--- config.mk ---
export PLATFORM = sky130hd
export DESIGN_NAME = lfu_cache_replacement_unit
export DESIGN_NICKNAME = d
export VERILOG_FILES = /design/src/sv/lfu_pkg.sv /design/src/sv/lfu_scan.sv /design/src/sv/lfu_cache_replacement_unit.sv
export SDC_FILE = /design/constraint.sdc
export NUM_CORES = 2
export LEC_CHECK = 0
export BUFFER_PORTS_ARGS = -buffer_cell sky130_fd_sc_hd__buf_2
export CAP_MARGIN = 5
export CORE_ASPECT_RATIO = 1.75
export CORE_MARGIN = 2
export CORE_UTILIZATION = 40
export CTS_BUF_LIST = sky130_fd_sc_hd__clkbuf_16
export DETAILED_ROUTE_END_ITERATION = 8
export GPL_ROUTABILITY_DRIVEN = 0
export PLACE_DENSITY = 0.52
export SLEW_MARGIN = 10
export SYNTH_ARGS = -nofsm -noshare
export SYNTH_HDL_FRONTEND = slang
export SYNTH_HIERARCHICAL = 1
export SYNTH_SLANG_ARGS = --single-unit
--- constraint.sdc ---
create_clock -name clk -period 23.3 [get_ports clk]
set_input_delay 2.33 -clock clk [delete_from_list [all_inputs] [get_ports clk]]
set_output_delay 2.33 -clock clk [all_outputs]
set_load 0.05 [all_outputs]
--- src/sv/lfu_pkg.sv ---
`timescale 1ns / 1ps
`default_nettype none

package lfu_pkg;

    localparam int KEY_W        = 32;
    localparam int DATA_W       = 32;
    localparam int CNT_W        = 16;
    localparam int CFG_W        = 5;
    localparam int CAPACITY_DEF = 16;
    localparam int CAP_RESET    = 16;

    localparam logic [CNT_W-1:0] COUNT_MAX = '1;

    // operation codes
    localparam logic FUNC_GET = 1'b0;
    localparam logic FUNC_SET = 1'b1;

    typedef struct packed {
        logic                     func;
        logic signed [KEY_W-1:0]  key;
        logic signed [DATA_W-1:0] value;
    } in_item_t;

    typedef struct packed {
        logic                     hit;
        logic signed [DATA_W-1:0] read_value;
        logic                     evicted;
        logic signed [KEY_W-1:0]  evicted_key;
    } out_item_t;

    // scan results handed from the scanner to the update logic
    typedef struct packed {
        logic              found;
        logic              have_victim;
        logic              have_free;
        logic [DATA_W-1:0] found_data;
        logic [CNT_W-1:0]  found_count;
        logic [KEY_W-1:0]  victim_key;
    } scan_res_t;

endpackage

`default_nettype wire

--- src/sv/lfu_scan.sv ---
`timescale 1ns / 1ps
`default_nettype none

// One entry per step: key match, LFU/oldest victim compare, first free slot.
module lfu_scan #(
    parameter int CAPACITY = lfu_pkg::CAPACITY_DEF,
    localparam int IDX_W   = (CAPACITY > 1) ? $clog2(CAPACITY) : 1
) (
    input  logic                       clk,
    input  logic                       rst_n,
    input  logic                       clear,
    input  logic                       step,
    input  logic [IDX_W-1:0]           step_idx,
    input  logic                       ent_valid,
    input  logic [lfu_pkg::KEY_W-1:0]  ent_key,
    input  logic [lfu_pkg::DATA_W-1:0] ent_data,
    input  logic [lfu_pkg::CNT_W-1:0]  ent_count,
    input  logic [IDX_W-1:0]           ent_rank,
    input  logic [lfu_pkg::KEY_W-1:0]  req_key,
    output lfu_pkg::scan_res_t         res,
    output logic [IDX_W-1:0]           found_idx,
    output logic [IDX_W-1:0]           found_rank,
    output logic [IDX_W-1:0]           victim_idx,
    output logic [IDX_W-1:0]           victim_rank,
    output logic [IDX_W-1:0]           free_idx
);

    logic found_reg, found_next;
    logic victim_reg, victim_next;
    logic free_reg, free_next;

    logic [lfu_pkg::DATA_W-1:0] fdata_reg;
    logic [lfu_pkg::CNT_W-1:0]  fcount_reg;
    logic [lfu_pkg::CNT_W-1:0]  vcount_reg;
    logic [lfu_pkg::KEY_W-1:0]  vkey_reg;
    logic [IDX_W-1:0]           fidx_reg;
    logic [IDX_W-1:0]           frank_reg;
    logic [IDX_W-1:0]           vidx_reg;
    logic [IDX_W-1:0]           vrank_reg;
    logic [IDX_W-1:0]           free_idx_reg;

    logic take_found, take_victim, take_free;

    always_comb
    begin
        take_found  = step && ent_valid && !found_reg && (ent_key == req_key);
        take_victim = step && ent_valid &&
                      (!victim_reg || (ent_count < vcount_reg) ||
                       ((ent_count == vcount_reg) && (ent_rank > vrank_reg)));
        take_free   = step && !ent_valid && !free_reg;

        found_next  = clear ? 1'b0 : (found_reg || take_found);
        victim_next = clear ? 1'b0 : (victim_reg || take_victim);
        free_next   = clear ? 1'b0 : (free_reg || take_free);
    end

    always_ff @(posedge clk or negedge rst_n)
    begin
        if (!rst_n)
        begin
            found_reg  <= 1'b0;
            victim_reg <= 1'b0;
            free_reg   <= 1'b0;
        end
        else
        begin
            found_reg  <= found_next;
            victim_reg <= victim_next;
            free_reg   <= free_next;
        end
    end

    always_ff @(posedge clk)
    begin
        if (take_found)
        begin
            fdata_reg  <= ent_data;
            fcount_reg <= ent_count;
            fidx_reg   <= step_idx;
            frank_reg  <= ent_rank;
        end
        if (take_victim)
        begin
            vcount_reg <= ent_count;
            vkey_reg   <= ent_key;
            vidx_reg   <= step_idx;
            vrank_reg  <= ent_rank;
        end
        if (take_free)
        begin
            free_idx_reg <= step_idx;
        end
    end

    assign res.found       = found_reg;
    assign res.have_victim = victim_reg;
    assign res.have_free   = free_reg;
    assign res.found_data  = fdata_reg;
    assign res.found_count = fcount_reg;
    assign res.victim_key  = vkey_reg;
    assign found_idx       = fidx_reg;
    assign found_rank      = frank_reg;
    assign victim_idx      = vidx_reg;
    assign victim_rank     = vrank_reg;
    assign free_idx        = free_idx_reg;

endmodule

`default_nettype wire

--- src/sv/lfu_cache_replacement_unit.sv ---
`timescale 1ns / 1ps
`default_nettype none

// Fully associative LFU key/value cache with CAPACITY slots. Each input item
// is a get or a set; each gives exactly one result item (hit, read value,
// eviction flag and evicted key). A hit bumps the entry's use count
// (saturating at 65535) and makes it the newest; a set miss fills a free slot
// or, once the configured capacity is reached, evicts the lowest count entry,
// oldest first among equal counts. Capacity is written through the cfg port
// (reset 16, clamped to CAPACITY, zero turns every set into a no-op) and
// must only be changed while no item is in flight. An item is worked in
// order: the entry memory is read one slot per cycle through its single
// registered read port, the last slot read is compared, and an update step
// loads the result register. The sequencer then returns to idle, and only
// there is a new item accepted. in_stall is high for the whole time an
// item is in work. The result sits in an output register, so a new item is
// accepted while an earlier result still waits; its update cycle is held off
// until that earlier result has been taken.
module lfu_cache_replacement_unit #(
    parameter int CAPACITY = lfu_pkg::CAPACITY_DEF
) (
    input  logic                      clk,
    input  logic                      rst_n,
    input  logic                      in_valid,
    output logic                      in_stall,
    input  lfu_pkg::in_item_t         in_data,
    output logic                      out_valid,
    input  logic                      out_stall,
    output lfu_pkg::out_item_t        out_data,
    input  logic                      cfg_valid,
    output logic                      cfg_ready,
    input  logic [lfu_pkg::CFG_W-1:0] cfg_data
);

    localparam int IDX_W = (CAPACITY > 1) ? $clog2(CAPACITY) : 1;
    localparam int OCC_W = $clog2(CAPACITY + 1);
    localparam int CW    = (OCC_W > lfu_pkg::CFG_W) ? OCC_W : lfu_pkg::CFG_W;
    localparam int KW    = lfu_pkg::KEY_W;
    localparam int DW    = lfu_pkg::DATA_W;
    localparam int NW    = lfu_pkg::CNT_W;
    localparam int ROW_W = KW + DW + NW;

    // sequencer states
    localparam logic [1:0] ST_IDLE = 2'd0;
    localparam logic [1:0] ST_SCAN = 2'd1;
    localparam logic [1:0] ST_DONE = 2'd2;

    logic [1:0] state_reg, state_next;
    logic [OCC_W-1:0] cnt_reg, cnt_next;       // next slot to read
    logic rd_vld_reg, rd_vld_next;             // read data valid this cycle
    logic [IDX_W-1:0] rd_idx_reg;
    logic [ROW_W-1:0] rd_row_reg;

    logic [lfu_pkg::CFG_W-1:0] cap_reg, cap_next;
    logic [OCC_W-1:0] occ_reg, occ_next;
    logic out_valid_reg, out_valid_next;
    lfu_pkg::out_item_t out_reg, out_next;
    lfu_pkg::in_item_t item_reg;

    // entry state: valid bits and age ranks live in flops, one cell per slot,
    // key/data/count live in the row memory
    logic [CAPACITY-1:0] valid_reg, valid_next;
    logic [IDX_W-1:0]    rank_reg  [CAPACITY];
    logic [IDX_W-1:0]    rank_next [CAPACITY];
    logic [ROW_W-1:0]    mem [CAPACITY];

    logic accept, issue, done_fire;

    lfu_pkg::scan_res_t res;
    logic [IDX_W-1:0] found_idx, found_rank, victim_idx, victim_rank, free_idx;

    logic             is_set, cap_zero, full, do_bump, do_fill, evict, wr_en;
    logic [CW-1:0]    cap_lim;
    logic [IDX_W-1:0] fill_idx, wr_idx;
    logic [NW-1:0]    cnt_inc;
    logic [ROW_W-1:0] wr_row;

    assign accept    = (state_reg == ST_IDLE) && in_valid;
    assign issue     = (state_reg == ST_SCAN) && (cnt_reg != OCC_W'(CAPACITY));
    assign done_fire = (state_reg == ST_DONE) && (!out_valid_reg || !out_stall);

    assign in_stall  = (state_reg != ST_IDLE);
    assign cfg_ready = 1'b1;
    assign out_valid = out_valid_reg;
    assign out_data  = out_reg;

    // ---------------- sequencer ----------------
    always_comb
    begin
        state_next  = state_reg;
        cnt_next    = cnt_reg;
        rd_vld_next = issue;
        case (state_reg)
            ST_IDLE:
            begin
                if (accept)
                begin
                    state_next = ST_SCAN;
                    cnt_next   = '0;
                end
            end
            ST_SCAN:
            begin
                if (issue)
                begin
                    cnt_next = cnt_reg + OCC_W'(1);
                end
                // last slot is compared in the cycle after its read
                if (!issue && rd_vld_reg)
                begin
                    state_next = ST_DONE;
                end
            end
            ST_DONE:
            begin
                if (done_fire)
                begin
                    state_next = ST_IDLE;
                end
            end
            default:
            begin
                state_next = ST_IDLE;
            end
        endcase
    end

    // ---------------- row memory ----------------
    always_ff @(posedge clk)
    begin
        if (issue)
        begin
            rd_row_reg <= mem[cnt_reg[IDX_W-1:0]];
            rd_idx_reg <= cnt_reg[IDX_W-1:0];
        end
    end

    always_ff @(posedge clk)
    begin
        if (wr_en)
        begin
            mem[wr_idx] <= wr_row;
        end
    end

    // ---------------- scan unit ----------------
    lfu_scan #(
        .CAPACITY (CAPACITY)
    ) u_scan (
        .clk         (clk),
        .rst_n       (rst_n),
        .clear       (accept),
        .step        (rd_vld_reg),
        .step_idx    (rd_idx_reg),
        .ent_valid   (valid_reg[rd_idx_reg]),
        .ent_key     (rd_row_reg[ROW_W-1 -: KW]),
        .ent_data    (rd_row_reg[NW +: DW]),
        .ent_count   (rd_row_reg[NW-1:0]),
        .ent_rank    (rank_reg[rd_idx_reg]),
        .req_key     (item_reg.key),
        .res         (res),
        .found_idx   (found_idx),
        .found_rank  (found_rank),
        .victim_idx  (victim_idx),
        .victim_rank (victim_rank),
        .free_idx    (free_idx)
    );

    // ---------------- update decision ----------------
    always_comb
    begin
        is_set   = (item_reg.func == lfu_pkg::FUNC_SET);
        cap_zero = (cap_reg == '0);
        cap_lim  = (CW'(cap_reg) > CW'(CAPACITY)) ? CW'(CAPACITY) : CW'(cap_reg);
        full     = (CW'(occ_reg) >= cap_lim);

        // a set with capacity zero leaves everything alone, even on a hit
        do_bump  = res.found && (!is_set || !cap_zero);
        do_fill  = is_set && !cap_zero && !res.found;
        evict    = do_fill && full && res.have_victim;

        // the freed victim slot competes with the lowest free slot
        if (evict && !(res.have_free && (free_idx < victim_idx)))
        begin
            fill_idx = victim_idx;
        end
        else
        begin
            fill_idx = free_idx;
        end

        cnt_inc = (res.found_count == lfu_pkg::COUNT_MAX) ? res.found_count
                                                         : res.found_count + NW'(1);

        wr_en  = done_fire && (do_bump || do_fill);
        wr_idx = do_bump ? found_idx : fill_idx;
        if (do_bump)
        begin
            wr_row = {item_reg.key,
                      (is_set ? item_reg.value : DW'(res.found_data)), cnt_inc};
        end
        else
        begin
            wr_row = {item_reg.key, item_reg.value, NW'(1)};
        end
    end

    // per-slot age update: touch on a hit, drop+fill or plain fill on a miss
    always_comb
    begin
        valid_next = valid_reg;
        rank_next  = rank_reg;
        occ_next   = occ_reg;
        if (done_fire)
        begin
            for (int i = 0; i < CAPACITY; i++)
            begin
                if (do_bump)
                begin
                    if (valid_reg[i] && (IDX_W'(i) != found_idx) &&
                        (rank_reg[i] < found_rank))
                    begin
                        rank_next[i] = rank_reg[i] + IDX_W'(1);
                    end
                end
                else if (do_fill)
                begin
                    if (valid_reg[i] && !(evict && (IDX_W'(i) == victim_idx)) &&
                        !(evict && (rank_reg[i] > victim_rank)))
                    begin
                        rank_next[i] = rank_reg[i] + IDX_W'(1);
                    end
                end
            end
            if (do_bump)
            begin
                rank_next[found_idx] = '0;
            end
            if (do_fill)
            begin
                if (evict)
                begin
                    valid_next[victim_idx] = 1'b0;
                end
                else
                begin
                    occ_next = occ_reg + OCC_W'(1);
                end
                valid_next[fill_idx] = 1'b1;
                rank_next[fill_idx]  = '0;
            end
        end
    end

    // ---------------- result register ----------------
    always_comb
    begin
        out_next       = out_reg;
        out_valid_next = out_valid_reg && out_stall;
        if (done_fire)
        begin
            out_valid_next         = 1'b1;
            out_next.hit           = res.found;
            out_next.read_value    = (!is_set && res.found) ? DW'(res.found_data) : '0;
            out_next.evicted       = evict;
            out_next.evicted_key   = evict ? KW'(res.victim_key) : '0;
        end
    end

    assign cap_next = cfg_valid ? cfg_data : cap_reg;

    // ---------------- registers ----------------
    always_ff @(posedge clk or negedge rst_n)
    begin
        if (!rst_n)
        begin
            state_reg     <= ST_IDLE;
            cnt_reg       <= '0;
            rd_vld_reg    <= 1'b0;
            cap_reg       <= lfu_pkg::CFG_W'(lfu_pkg::CAP_RESET);
            occ_reg       <= '0;
            out_valid_reg <= 1'b0;
            valid_reg     <= '0;
        end
        else
        begin
            state_reg     <= state_next;
            cnt_reg       <= cnt_next;
            rd_vld_reg    <= rd_vld_next;
            cap_reg       <= cap_next;
            occ_reg       <= occ_next;
            out_valid_reg <= out_valid_next;
            valid_reg     <= valid_next;
        end
    end

    always_ff @(posedge clk)
    begin
        if (accept)
        begin
            item_reg <= in_data;
        end
        out_reg  <= out_next;
        rank_reg <= rank_next;
    end

    // ---------------- checks ----------------
    a_occ_matches_valid: assert property (@(posedge clk) disable iff (!rst_n)
        $countones(valid_reg) == int'(occ_reg))
        else $error("occupancy count out of step with valid bits");

    a_occ_bound: assert property (@(posedge clk) disable iff (!rst_n)
        int'(occ_reg) <= CAPACITY)
        else $error("occupancy above slot count");

    a_evict_no_hit: assert property (@(posedge clk) disable iff (!rst_n)
        out_valid_reg |-> !(out_reg.evicted && out_reg.hit))
        else $error("eviction reported on a hit");

    a_done_after_scan: assert property (@(posedge clk) disable iff (!rst_n)
        (state_reg == ST_DONE) |-> (cnt_reg == OCC_W'(CAPACITY)) && !rd_vld_reg)
        else $error("update reached before scan finished");

    a_miss_zero_data: assert property (@(posedge clk) disable iff (!rst_n)
        (out_valid_reg && !out_reg.hit) |-> (out_reg.read_value == '0))
        else $error("read value on a miss");

endmodule

`default_nettype wire
==> out/results.ini <==
[outcome]
outcome=finished clean

[placement]
dp_hpwl_um=108700
place_ws_ns=17.08
place_area_um2=74370
io_buffers=142

[drt]
vias_per_cell=5.755
drcViolationCount=0
wl_per_cell_um=28.88
drt_iter0_markers=2708
wl_um=180900
vias=36060
postRouteAntennaNets=0
firstDrtPassIters=8

[critical_path]
crit_arrival_ns=5.77
required_ns=23.70
critPathMaxFanout=51
start_kind=input port
cp-startpoint=out_stall
r2r_slack_ns=18.06
crit_path_end_kind=flop
worstSetupPathType=input port to flop
timing.rr.start=cap_reg[4]$_DFFE_PN1P_

[timing]
hold_viol=0
min_period_over_period_pct=23.05
setup_ws_ns=17.93
max_slew.worst_pin.slew_ns=1.206
fin_setup_tns_ns=0
fin_skew_ns=0.05719
slew_violations=0
min_period_ns=5.370
finalSetupViolations=0
rsz0062_at_grt=no
slew_headroom_pct=19.58
fmax_ghz=0.1862

[logic_synthesis]
synth_flop_cell=edfxtp_1
synth_nets=3895
syn_avg_cell_area_um2=19.35
synthesis.instances=3660
ys_seq_area_share_pct=72.38
synth-warning-count=6
ys_ff_latch=1713
async_flop_share_pct=2.218
syn_area_um2=70810
synth_edf_count=1675
ys_types=90

[cells_and_area]
nets=4121
fillCellCount=15020
regArea_um2=51270
fin_area_um2=79520
drive_gt1_share_pct=24.14
multi_input_area_um2=18660
syn2layout_area_growth_pct=12.29
largest_reg_flops=1280

[clock_tree]
postCtsHoldBufs=0
insertion_delay_ns=0.81
cts_tree=done
postCtsSetupBuffers=0
cts.clk_slew.worst_paths_ns=0.06
post_cts_resized=0
cts.path.max_buffers=4
htreeDepth=4
root_buffer=clkbuf_16
cts_made_buffers=170
cts.sinks=1713

[floorplan]
initial_core_util_pct=40.21
die-area_um2=180500
die_w_um=322.1
core_um2=176100
die_h_um=560.6
ios=144
rows=204

[hold_path]
hold_path_startpoint=rd_row_reg[45]$_DFFE_PP_
min_path_type=flop to flop

[power_and_ir_drop]
powerDensity_nw_per_um2=101.3
power_frac_seq_pct=47.4
ir_worst_vdd_mv=0.09657
clkPwrFrac_pct=32.2
switching_share_pct=26.91
p_comb_share_pct=20.4
power_uw=8057
leakage_uw=0.02554
internal_power_uw=5889
netSwitchingPower_uw=2169

[global_route]
grt_usage_pct=20.16
grt_pass1_vias=38290
grt_pass1_wl_um=265300
antenna_found_initial=2
grt-ovfl-total=0
grt_max_degree=131

[run]
drv_cap=0

[cell families after synthesis]
group | share of synthesized area, %
other | 0.005296
AO/OA/AOI/OAI | 4.165
adder cells (fa/ha/maj) | 2.827
buffers and inverters | 1.535
multiplexers | 14.15
AND/OR/NAND/NOR | 4.299
flip-flops | 72.38
XOR/XNOR | 0.6432
[worst max-delay path, cell delays in order]
cell and delay (ns):
buf_2 0.12, and2_1 0.21, nor3_1 0.38, nand2_1 0.10, o211ai_1 0.39, nand2b_1 0.33
nor2_4 0.60, buf_4 0.41, buf_4 0.77
[layout make-up]
cell class | count | area share (%)
flip-flops and latches | 1713 | 64.47
multi-input cells | 1704 | 23.47
clock buffers | 175 | 5.507
well taps | 2266 | 3.566
repair buffers | 218 | 1.659
clock inverters | 109 | 0.9473
inverters | 79 | 0.3729
diodes | 2 | 0.006294
[path summary, 6_finish.rpt]
path	endpoint	depth (start not counted)
min in group asynchronous	cap_reg[3]$_DFFE_PN0P_	1
worst min register to register	u_scan/fdata_reg[29]$_DFFE_PP_	0
max in group asynchronous	cnt_reg[1]$_DFFE_PN0P_	1
worst min-delay path	u_scan/fdata_reg[29]$_DFFE_PP_	0
worst max register to register	mem[2][7]$_DFFE_PP_	12
worst max-delay path	mem[2][7]$_DFFE_PP_	9
[power groups by stage]
stage,combinational (uW),clock (uW),sequential [uW]
after floorplan,1270,0,3760
after global placement,1680,0,3890
after detailed placement,1680,0,3890
after CTS,1690,2670,3830
after global routing,1770,2780,3840
final,1640,2590,3820
[through the flow]
stage | util, % | hold WS, ns | cells
floorplan | - | 0.4003 | 3660
global placement | 42.23 | 0.4062 | 5980
detailed placement | 42.23 | 0.4056 | 5980
CTS | 45.14 | 0.4034 | 6264
global route | 45.15 | 0.4239 | 6265
finish | 45.15 | 0.4058 | 6266
[cell usage in the layout (no fill, tap or decap), types with 28 or more instances in the layout]
cell type	instances
buf_4	73
ha_1	160
a31oi_1	45
buf_2	142
and2_1	42
a21oi_1	62
nand4_1	37
clkbuf_16	175
inv_1	115
o21ai_0	92
nand2_1	114
mux4_2	425
clkinv_1	31
dfrtp_1	33
xnor2_1	35
edfxtp_1	1675
mux2_2	37
and3_1	43
nand3_1	70
nor3_1	38
a211oi_1	28
nor2_1	114
nand2b_1	30
[layer usage]
metal	GRT usage, %	up-vias	part of all wire [%]
met5	0	-	0
met4	8.359	0	4.4
met3	2.330	374	3.8
met2	35.79	1007	52
met1	24.90	19130	39
li1	-	15550	-
[cell usage after synthesis, drive strengths merged, types with 30 or more instances]
| cell | n | share of area [%] |
|---|---|---|
| a21oi | 70 | 0.54 |
| a31oi | 47 | 0.44 |
| and2 | 42 | 0.37 |
| and3 | 44 | 0.40 |
| buf | 81 | 0.67 |
| clkbuf | 83 | 0.45 |
| dfrtp | 37 | 1.3 |
| edfxtp | 1675 | 71 |
| ha | 160 | 2.8 |
| inv | 79 | 0.42 |
| mux2 | 37 | 0.59 |
| mux4 | 425 | 14 |
| nand2 | 116 | 0.63 |
| nand2b | 30 | 0.27 |
| nand3 | 70 | 0.49 |
| nand4 | 37 | 0.33 |
| nor2 | 136 | 0.72 |
| nor3 | 38 | 0.27 |
| o21ai | 109 | 0.79 |
| xnor2 | 35 | 0.43 |
(Power assumes the default switching activity.)
